## config.mk

```make
export PLATFORM = sky130hd
export DESIGN_NAME = power_mode_vote_manager
export DESIGN_NICKNAME = d
export VERILOG_FILES = /design/src/pmvm_pkg.sv /design/src/power_mode_vote_manager.sv /design/src/pmvm_alloc.sv
export SDC_FILE = /design/constraint.sdc
export NUM_CORES = 1
export LEC_CHECK = 0
export BUFFER_PORTS_ARGS = -buffer_cell sky130_fd_sc_hd__buf_4
export CORE_ASPECT_RATIO = 0.6
export CORE_MARGIN = 2
export CORE_UTILIZATION = 34
export DETAILED_ROUTE_END_ITERATION = 12
export GPL_ROUTABILITY_DRIVEN = 1
export PLACE_DENSITY = 0.52
export SETUP_SLACK_MARGIN = 0.15
export SYNTH_ARGS = -nofsm -noshare
export SYNTH_HDL_FRONTEND = slang
export SYNTH_SLANG_ARGS = --single-unit
export TNS_END_PERCENT = 30
```

## constraint.sdc

```tcl
create_clock -name clk -period 7.7 [get_ports clk]
set_input_delay 1.54 -clock clk [delete_from_list [all_inputs] [get_ports clk]]
set_output_delay 1.54 -clock clk [all_outputs]
set_load 0.05 [all_outputs]
```

## src/pmvm_pkg.sv

```systemverilog
// Package for the power-mode vote manager: action and mode codes,
// field widths and the slot allocator result type.
// No dependencies.
`default_nettype none

package pmvm_pkg;

    // Field widths of the command and result words
    localparam int ACTION_W  = 3;
    localparam int ID_W      = 6;
    localparam int MODE_W    = 3;

    // Mask words are 32 bits; at most 64 client slots exist
    localparam int WORD_BITS = 32;
    localparam int MAX_SLOTS = 64;

    // Command codes
    typedef enum logic [ACTION_W-1:0] {
        ACT_REGISTER   = 3'd0,
        ACT_UNREGISTER = 3'd1,
        ACT_ENABLE     = 3'd2,
        ACT_DISABLE    = 3'd3,
        ACT_ENTER      = 3'd4
    } action_t;

    // Power modes, shallow to deep
    localparam logic [MODE_W-1:0] MODE_RUN   = 3'd0;
    localparam logic [MODE_W-1:0] MODE_LPRUN = 3'd1;
    localparam logic [MODE_W-1:0] MODE_SLEEP = 3'd2;
    localparam logic [MODE_W-1:0] MODE_DEEP  = 3'd3;
    localparam logic [MODE_W-1:0] MODE_OFF   = 3'd4;

    // Lowest free slot search result
    typedef struct packed {
        logic            found;
        logic [ID_W-1:0] slot;
    } alloc_t;

endpackage

`default_nettype wire

```

## src/power_mode_vote_manager.sv

```systemverilog
// Power-mode vote manager top level: command register, slot/veto masks,
// result register. Depends on pmvm_pkg and pmvm_alloc.
//
//   channel  | ports                              | handshake
//   ---------+------------------------------------+---------------------------
//   command  | action, client_id, mode            | start && !busy
//   result   | ok, assigned_id, mode_valid,       | done, one cycle strobe
//            | mode_out                           |
//
// A command is taken into the input register, evaluated against the masks in
// the next cycle, and its result word is strobed on done the cycle after
// that; one command per cycle is sustained. busy is never
// raised. The result receiver cannot stall; every result is shown for exactly
// one cycle. rst_n clears all masks (no slots registered) and the strobes.
`default_nettype none

module power_mode_vote_manager #(
    parameter int MASK_WORDS = 2
) (
    input  wire logic                          clk,
    input  wire logic                          rst_n,
    input  wire logic                          start,
    output logic                               busy,
    input  wire logic [pmvm_pkg::ACTION_W-1:0] action,
    input  wire logic [pmvm_pkg::ID_W-1:0]     client_id,
    input  wire logic [pmvm_pkg::MODE_W-1:0]   mode,
    output logic                               done,
    output logic                               ok,
    output logic [pmvm_pkg::ID_W-1:0]          assigned_id,
    output logic                               mode_valid,
    output logic [pmvm_pkg::MODE_W-1:0]        mode_out
);
    import pmvm_pkg::*;

    localparam int NUM_SLOTS = (MASK_WORDS * WORD_BITS > MAX_SLOTS) ?
                               MAX_SLOTS : MASK_WORDS * WORD_BITS;
    localparam int SLOT_W    = $clog2(NUM_SLOTS);

    // Input register
    logic                in_valid_reg;
    logic [ACTION_W-1:0] action_reg;
    logic [ID_W-1:0]     id_reg;
    logic [MODE_W-1:0]   mode_reg;

    // Client masks
    logic [NUM_SLOTS-1:0] used_reg,  used_next;
    logic [NUM_SLOTS-1:0] run_reg,   run_next;
    logic [NUM_SLOTS-1:0] lprun_reg, lprun_next;
    logic [NUM_SLOTS-1:0] sleep_reg, sleep_next;
    logic [NUM_SLOTS-1:0] deep_reg,  deep_next;
    logic [NUM_SLOTS-1:0] off_reg,   off_next;

    // Result register
    logic              done_reg;
    logic              ok_reg,       ok_next;
    logic [ID_W-1:0]   assigned_reg, assigned_next;
    logic              mvalid_reg,   mvalid_next;
    logic [MODE_W-1:0] mout_reg,     mout_next;

    alloc_t               alloc;
    logic                 id_ok;
    logic [NUM_SLOTS-1:0] id_bit;
    logic [NUM_SLOTS-1:0] alloc_bit;

    assign busy = 1'b0;

    pmvm_alloc #(
        .NUM_SLOTS (NUM_SLOTS)
    ) u_alloc (
        .used  (used_reg),
        .alloc (alloc)
    );

    // Capture command word
    always_ff @(posedge clk or negedge rst_n)
    begin
        if (!rst_n)
            in_valid_reg <= 1'b0;
        else
            in_valid_reg <= start && !busy;
    end

    always_ff @(posedge clk)
    begin
        if (start && !busy)
        begin
            action_reg <= action;
            id_reg     <= client_id;
            mode_reg   <= mode;
        end
    end

    // Slot decode
    assign id_ok     = {1'b0, id_reg} < (ID_W + 1)'(NUM_SLOTS);
    assign id_bit    = NUM_SLOTS'(1) << id_reg[SLOT_W-1:0];
    assign alloc_bit = NUM_SLOTS'(1) << alloc.slot[SLOT_W-1:0];

    // Command evaluation and mask update
    always_comb
    begin
        used_next     = used_reg;
        run_next      = run_reg;
        lprun_next    = lprun_reg;
        sleep_next    = sleep_reg;
        deep_next     = deep_reg;
        off_next      = off_reg;
        ok_next       = 1'b0;
        assigned_next = '0;
        mvalid_next   = 1'b0;
        mout_next     = MODE_RUN;

        if (in_valid_reg)
        begin
            case (action_reg)
                ACT_REGISTER:
                begin
                    if (alloc.found)
                    begin
                        used_next     = used_reg  | alloc_bit;
                        run_next      = run_reg   | alloc_bit;
                        lprun_next    = lprun_reg & ~alloc_bit;
                        sleep_next    = sleep_reg & ~alloc_bit;
                        deep_next     = deep_reg  & ~alloc_bit;
                        off_next      = off_reg   & ~alloc_bit;
                        ok_next       = 1'b1;
                        assigned_next = alloc.slot;
                    end
                end
                ACT_UNREGISTER:
                begin
                    if (id_ok)
                    begin
                        used_next = used_reg & ~id_bit;
                        ok_next   = 1'b1;
                    end
                end
                ACT_ENABLE:
                begin
                    if (id_ok)
                    begin
                        ok_next = 1'b1;
                        case (mode_reg)
                            MODE_RUN:   run_next   = run_reg   | id_bit;
                            MODE_LPRUN: lprun_next = lprun_reg & ~id_bit;
                            MODE_SLEEP: sleep_next = sleep_reg & ~id_bit;
                            MODE_DEEP:  deep_next  = deep_reg  & ~id_bit;
                            MODE_OFF:   off_next   = off_reg   & ~id_bit;
                            default:    ;
                        endcase
                    end
                end
                ACT_DISABLE:
                begin
                    if (id_ok)
                    begin
                        ok_next = 1'b1;
                        case (mode_reg)
                            MODE_RUN:   run_next   = run_reg   & ~id_bit;
                            MODE_LPRUN: lprun_next = lprun_reg | id_bit;
                            MODE_SLEEP: sleep_next = sleep_reg | id_bit;
                            MODE_DEEP:  deep_next  = deep_reg  | id_bit;
                            MODE_OFF:   off_next   = off_reg   | id_bit;
                            default:    ;
                        endcase
                    end
                end
                ACT_ENTER:
                begin
                    // Any run demand blocks low power; else deepest unvetoed mode
                    if (|(used_reg & run_reg))
                        ok_next = 1'b1;
                    else if (!(|(used_reg & off_reg)))
                    begin
                        ok_next     = 1'b1;
                        mvalid_next = 1'b1;
                        mout_next   = MODE_OFF;
                    end
                    else if (!(|(used_reg & deep_reg)))
                    begin
                        ok_next     = 1'b1;
                        mvalid_next = 1'b1;
                        mout_next   = MODE_DEEP;
                    end
                    else if (!(|(used_reg & sleep_reg)))
                    begin
                        ok_next     = 1'b1;
                        mvalid_next = 1'b1;
                        mout_next   = MODE_SLEEP;
                    end
                    else if (!(|(used_reg & lprun_reg)))
                    begin
                        ok_next     = 1'b1;
                        mvalid_next = 1'b1;
                        mout_next   = MODE_LPRUN;
                    end
                end
                default: ;
            endcase
        end
    end

    // Mask and strobe registers
    always_ff @(posedge clk or negedge rst_n)
    begin
        if (!rst_n)
        begin
            used_reg  <= '0;
            run_reg   <= '0;
            lprun_reg <= '0;
            sleep_reg <= '0;
            deep_reg  <= '0;
            off_reg   <= '0;
            done_reg  <= 1'b0;
        end
        else
        begin
            used_reg  <= used_next;
            run_reg   <= run_next;
            lprun_reg <= lprun_next;
            sleep_reg <= sleep_next;
            deep_reg  <= deep_next;
            off_reg   <= off_next;
            done_reg  <= in_valid_reg;
        end
    end

    // Result word
    always_ff @(posedge clk)
    begin
        ok_reg       <= ok_next;
        assigned_reg <= assigned_next;
        mvalid_reg   <= mvalid_next;
        mout_reg     <= mout_next;
    end

    assign done        = done_reg;
    assign ok          = ok_reg;
    assign assigned_id = assigned_reg;
    assign mode_valid  = mvalid_reg;
    assign mode_out    = mout_reg;

`ifndef ASSERT_OFF
    // A result strobe always follows an evaluated command
    a_done_follows_cmd: assert property (@(posedge clk) disable iff (!rst_n)
        done_reg |-> $past(in_valid_reg))
        else $error("result strobe without a command");

    // An applied mode is always a success and never plain run
    a_mode_implies_ok: assert property (@(posedge clk) disable iff (!rst_n)
        (done_reg && mvalid_reg) |-> (ok_reg && mout_reg != MODE_RUN))
        else $error("mode applied without success or as run");

    // A granted slot is marked used with run demand afterwards
    a_alloc_marks_used: assert property (@(posedge clk) disable iff (!rst_n)
        (in_valid_reg && action_reg == ACT_REGISTER && alloc.found) |=>
        (used_reg[assigned_reg[SLOT_W-1:0]] && run_reg[assigned_reg[SLOT_W-1:0]]))
        else $error("granted slot not marked used");
`endif

endmodule

`default_nettype wire

```

## src/pmvm_alloc.sv

```systemverilog
// Lowest free client slot finder for the power-mode vote manager.
// Depends on pmvm_pkg (alloc_t, ID_W).
`default_nettype none

module pmvm_alloc #(
    parameter int NUM_SLOTS = 64
) (
    input  wire logic [NUM_SLOTS-1:0] used,
    output pmvm_pkg::alloc_t          alloc
);
    import pmvm_pkg::*;

    // Priority encoder: scan from the top so the lowest free slot wins
    always_comb
    begin
        alloc.found = 1'b0;
        alloc.slot  = '0;
        for (int i = NUM_SLOTS - 1; i >= 0; i--)
        begin
            if (!used[i])
            begin
                alloc.found = 1'b1;
                alloc.slot  = ID_W'(i);
            end
        end
    end

endmodule

`default_nettype wire
```

# Yosys cells after proc, flatten, opt, wreduce, memory -nomap -nowiden
# Index checks and enable logic that the tools add are counted.
dict set report totals {
  ff_bits 409
  out_inout_bits 13
}
dict set report op_classes {
  eq_ne 19
  shift 2
  muxes 97
  bitwise_logic 27
  reduce_logical 19
}
# cell n
set op_table {}
lappend op_table {{$mux W64} 16}
lappend op_table {{$and A64 B64 Y64} 15}
lappend op_table {{$pmux W64 S3} 5}
lappend op_table {{$mux W7} 64}
lappend op_table {{$or A64 B64 Y64} 7}
lappend op_table {{$reduce_or A64 Y1} 5}
lappend op_table {{$not A64 Y64} 2}
lappend op_table {{$pmux W64 S2} 1}
lappend op_table {{$shl A1 B6 Y64 const A} 2}
lappend op_table {{$reduce_or A67 Y1} 1}
lappend op_table {{$reduce_or A66 Y1} 1}
lappend op_table {{$reduce_and A5 Y1} 5}
lappend op_table {{$ne A2 B2 Y1 const B} 7}
lappend op_table {{$eq A3 B2 Y1 const B} 4}
lappend op_table {{$ne A2 B1 Y1 const B} 4}
lappend op_table {{$mux W1} 7}
lappend op_table {{$eq A3 B1 Y1 const B} 2}
lappend op_table {{$eq A3 B3 Y1 const B} 2}
lappend op_table {{$logic_not A3 Y1} 2}
lappend op_table {{$reduce_and A3 Y1} 2}
lappend op_table {{$mux W2} 2}
lappend op_table {{$mux W3} 1}
lappend op_table {{$not A1 Y1} 3}
lappend op_table {{$pmux W1 S3} 1}
lappend op_table {{other kinds (3)} 3}

# Depth between registers and ports, before layout
dict set report depth {
  ltp_word 69
  mapped_depth 11
}

# By module
# Synthesis repeated with hierarchy kept, for this count alone.
dict set report unflattened {
  cells_unflattened 2325
  area_unflattened_um2 20908.8
}
# mod n_inst cells_per_inst area_per_inst_um2 seq_area_each_um2
set by_module_without_submodules {}
lappend by_module_without_submodules {power_mode_vote_manager 1 2182 20051.7 10239.8}
lappend by_module_without_submodules {pmvm_alloc 1 143 857.1 0.0}

# Worst setup path before layout
# OpenSTA, ideal clock, no wires.
dict set report synth_path {
  path_type {flip-flop to flip-flop}
  from {register used_reg[57]}
  to {register run_reg[50]}
  arrival_ns 2.327
  required_time_ns 7.619
  slack_ns 5.292
  path_stages_with_launch 11
  n_path_buf 3
  period_less_slack_ns 2.408
  cell_sequence {dfrtp_1 > buf_2 > and4_1 > a211oi_1 > o31ai_1 > a31o_2 > or3_1 > buf_2 > buf_6 > or3_1 > o211ai_2}
}
dict set report synth_via {
  elab_chain_cells 62
  elab_cells_between_ends 64
  cone_classes {1 x eq/ne; 1 x shift; 60 x mux; 1 x bitwise; 1 x reduce/logical}
}
# element line
set synth_rtl {}
lappend synth_rtl {{from (decl)} power_mode_vote_manager.sv:46} ;# logic [NUM_SLOTS-1:0] used_reg, used_next;
lappend synth_rtl {{from (signal assigned)} power_mode_vote_manager.sv:217} ;# used_reg <= used_next;
lappend synth_rtl {{$mux W7 (*) (58 in series)} pmvm_alloc.sv:20} ;# if (!used[i])
lappend synth_rtl {{$shl A1 B6 Y64} power_mode_vote_manager.sv:96} ;# assign alloc_bit = NUM_SLOTS'(1) << alloc.slot[SLOT_W-1:0];
lappend synth_rtl {{$or A64 B64 Y64} power_mode_vote_manager.sv:120} ;# run_next = run_reg | alloc_bit;
lappend synth_rtl {{$mux W64} power_mode_vote_manager.sv:117} ;# if (alloc.found)
lappend synth_rtl {{$pmux W64 S3} power_mode_vote_manager.sv:114} ;# case (action_reg)
lappend synth_rtl {{to (signal assigned)} power_mode_vote_manager.sv:218} ;# run_reg <= run_next;
lappend synth_rtl {{to (decl)} power_mode_vote_manager.sv:47} ;# logic [NUM_SLOTS-1:0] run_reg, run_next;
# Mark *: on every way between the ends. The rest lies on a longest branch, timed or not. The select of a mux whose other input is x is not followed.
# A chain may end at the register's enable or synchronous reset.

# Worst setup path after layout
dict set report layout_path {
  from {register used_reg[23]}
  to {register deep_reg[53]}
}
dict set report layout_via {
  elab_chain_cells 29
  elab_cells_between_ends 31
  cone_classes {1 x eq/ne; 1 x shift; 26 x mux; 2 x bitwise; 1 x reduce/logical}
}
# element line
set layout_rtl {}
lappend layout_rtl {{$mux W7 (*) (24 in series)} pmvm_alloc.sv:20}
lappend layout_rtl {{$shl A1 B6 Y64} power_mode_vote_manager.sv:96}
lappend layout_rtl {{$not A64 Y64} power_mode_vote_manager.sv:123} ;# deep_next = deep_reg & ~alloc_bit;
lappend layout_rtl {{$and A64 B64 Y64} power_mode_vote_manager.sv:123}
lappend layout_rtl {{$mux W64} power_mode_vote_manager.sv:117}
lappend layout_rtl {{$pmux W64 S3} power_mode_vote_manager.sv:114}
lappend layout_rtl {{to (signal assigned)} power_mode_vote_manager.sv:221} ;# deep_reg <= deep_next;
lappend layout_rtl {{to (decl)} power_mode_vote_manager.sv:50} ;# logic [NUM_SLOTS-1:0] deep_reg, deep_next;
# Marks and branches as above.

==> results.md <==
* IO Port Bufs at 26
* Final HPWL DP at 88550 um
* Gr usage total at 38.51%
* Main combinational cell family by area after synthesis: compound AO/OA/AOI/OAI gates
* Synth area leader: dfrtp_1
* Die area at 63720 um^2
* TritonCTS buffer count at 44
* Placed cells at 3017
* Synth top area share at 46.08%
* Wirelength per Cell at 40.19 um
* Worst Skew at 44.26 ps
* CP bufs+invs at 1
* Fmax at 226.7 MHz
* RSZ-0062 raised after global routing: no
* Crit path DAT at 4930 ps
* P_leak at 0.009520 uW
* CP cell instances: nand4_2 > nor4_2 > and4_1 > a211oi_1 > nand2_2 > buf_4 > o22ai_1 > a21oi_1
* Clock Path Buffers at 3
* Yosys cell types at 73
* Post-CTS setup buffer count at 0
* Power per Cell Area at 239.8 nW/um^2
* Final Critical Period at 4410 ps
* Synth Area in Adders at 0%
* Die extent in x at 324.6 um
* Clock Pin Slew Worst Setup and Hold Paths at 70 ps
* Mapped Nets at 2362
* Row cnt at 70
* PostCTS Resize Cnt at 0
* DRC Markers at 0
* Via count at 21260
* Post-synthesis sequential area ratio at 48.85%
* Synth Area in Compound Gates at 25.80%
* Initial DRC Count at 3580
* GP Congestion at 1.067
* Slew at the pin closest to its max-slew limit at 1596 ps
* H-tree depth at 2
* Fin crit share at 57.28%
* Hold WC Path Type: reg2reg
* Final instance area at 23070 um^2
* Final Max Slew Viols at 6
* CP required at 8220 ps
* Slowest cell delay on critical path at 830 ps
* Count of endpoints failing setup in the final report at 0
* Top-Level Pins at 28
* First-pass GRT wire length at 169400 um
* Antenna violations before repair at 13
* Gr ovfl total at 0
* NumNets Final at 2250
* Startpoint Class: register
* Failing checks: max-capacitance violations, max-slew violations
* Core Region at 60960 um^2
* Largest net degree at the start of global routing at 144
* Worst vdd ir at 0.2192 mV
* Largest delay share family, worst path: simple AND/OR/NAND/NOR gates
* Final worst slack at 3290 ps
* Post-synthesis async set-or-reset flop share at 94.38%
* Cts-stage hold buffer count at 0
* Final hold vios at 0
* Share of cells above drive strength 1 at 9.908%
* Synth area leaders: dfrtp_1 (46%), nor2_1 (7.7%), o22ai_1 (6.4%)
* Yosys warning count at 0
* 1st-pass router iterations at 6
* Post-Synth Simple-Gate Area at 20.10%
* Die height at 196.3 um
* Post-Syn Area per Cell at 8.932 um^2
* Status: finished with violations
* Post-synth EDFFs at 12
* CTS tree: yes
* Synth Flop Type: dfrtp_1
* Vias in the first global route at 19170
* Seq cells post-synth at 409
* Fin util at 37.84%
* Setup WS pre-CTS at 3486 ps
* Slowest CP cell: dfrtp_1
* Xor/xnor cell area share of the yosys netlist at 0%
* Slew headroom at -7.252%
* Antenna Nets Post-Route at 0
* Max_cap viols at 3
* Routed WL at 124600 um
* Total Neg Setup Slack at 0 ps
* Worst-skew pair later-pin latency at 630 ps
* Area grow syn2layout at 10.05%
* Mux cell area share after synthesis at 0%
* CP max FO at 32
* Initial Utilization at 34.39%
* Layout fillers at 6165
* Post-Syn Instances at 2347
* Clock sink total at 409
* Post-DP Area at 21610 um^2
* Post-Syn Area at 20960 um^2
* CTS root buf: clkbuf_16
* Post-route non-filler standard cell count at 3101
* Setup Crit Path Kind: reg2reg
* Vias per cell at 6.856
* Crit. End Element: register
==> synthesized netlist by cell type (all sizes together) (12+ instances only) <==
cell and count:
nand3 39, nor4 18, or2 31, a22o 69, o31ai 16, o21ai 182
clkbuf 132, o22ai 213, nor2 429, nand2b 28, a211oi 33, nor2b 12
a21oi 123, edfxtp 12, a221oi 71, dfrtp 386, nand4 50, o211ai 22
nor3 71, a22oi 22, inv 12, nand2 151, buf 98, a31oi 16
==> metal layers <==
layer  up-vias  wire, um  GRT usage, %
met5         -        14             0
met4         2      4632         12.79
met3       238     19320         16.29
met2      1700     46430         49.28
met1     10890     54220         56.92
li1       8426         -             -
==> where the power goes <==
group / total (uW) / switching (uW) / leakage (uW) / internal [uW]
clock network: 2220 / 989 / 0.000713 / 1230
logic: 1010 / 844 / 0.00324 / 165
registers: 2300 / 86.3 / 0.00557 / 2210
==> path summary, 6_finish.rpt <==
check                      cells past startpoint            end  slack [ps]    startpoint
setup / recovery                               8   deep_reg[53]        3290  used_reg[23]
hold / removal                                 2   deep_reg[50]         530  deep_reg[50]
setup reg to reg                               8   deep_reg[53]        3290  used_reg[23]
hold reg to reg                                2   deep_reg[50]         530  deep_reg[50]
max in group asynchronous                      2  lprun_reg[57]        5180         rst_n
min in group asynchronous                      1   in_valid_reg         970         rst_n
==> area by class of cell <==
class                           count  area [um^2]  share of cell area, %
Antenna cell                        2        5.005                0.02169
Inverter                           12        45.04                 0.1952
Clock inverter                     12        110.1                 0.4773
Clock buffer                       70         1341                  5.814
Multi-Input combinational cell   1696         9719                  42.13
Tap cell                          828         1036                  4.491
Sequential cell                   409        10240                  44.39
Timing Repair Buffer               72        573.1                  2.484
==> metrics by stage <==
stage          power, uW  hold slack [ps]
3_3_place_gp        3290            502.3
3_5_place_dp        3286            507.0
4_1_cts             5475            527.2
5_1_grt             5612            553.1
6_report            5533            528.1
2_1_floorplan       2757            473.4
==> cells by family (layout without fill, tap and decap cells) <==
group                  after synthesis  count (layout)
AO/OA/AOI/OAI                      822             822
buffers and inverters              242             166
flip-flops                         409             409
other                                1               3
AND/OR/NAND/NOR                    873             873
==> placed cells by master, fill, tap and decap left out, types with 35 or more instances in the layout <==
master	instances
a21oi_1	122
a221oi_1	70
a22o_1	69
buf_4	69
clkbuf_16	46
dfrtp_1	386
nand2_1	146
nand3_1	35
nand4_1	45
nor2_1	425
nor3_1	44
o21ai_0	160
o22ai_1	213
==> worst register-to-register path: stages, from the launching register on <==
cell      delay [ps]
dfrtp_1          830
nand4_2          470
nor4_2           740
and4_1           460
a211oi_1         190
nand2_2          680
buf_4            590
o22ai_1          220
a21oi_1          160
Power figures use the tool's default switching activity.
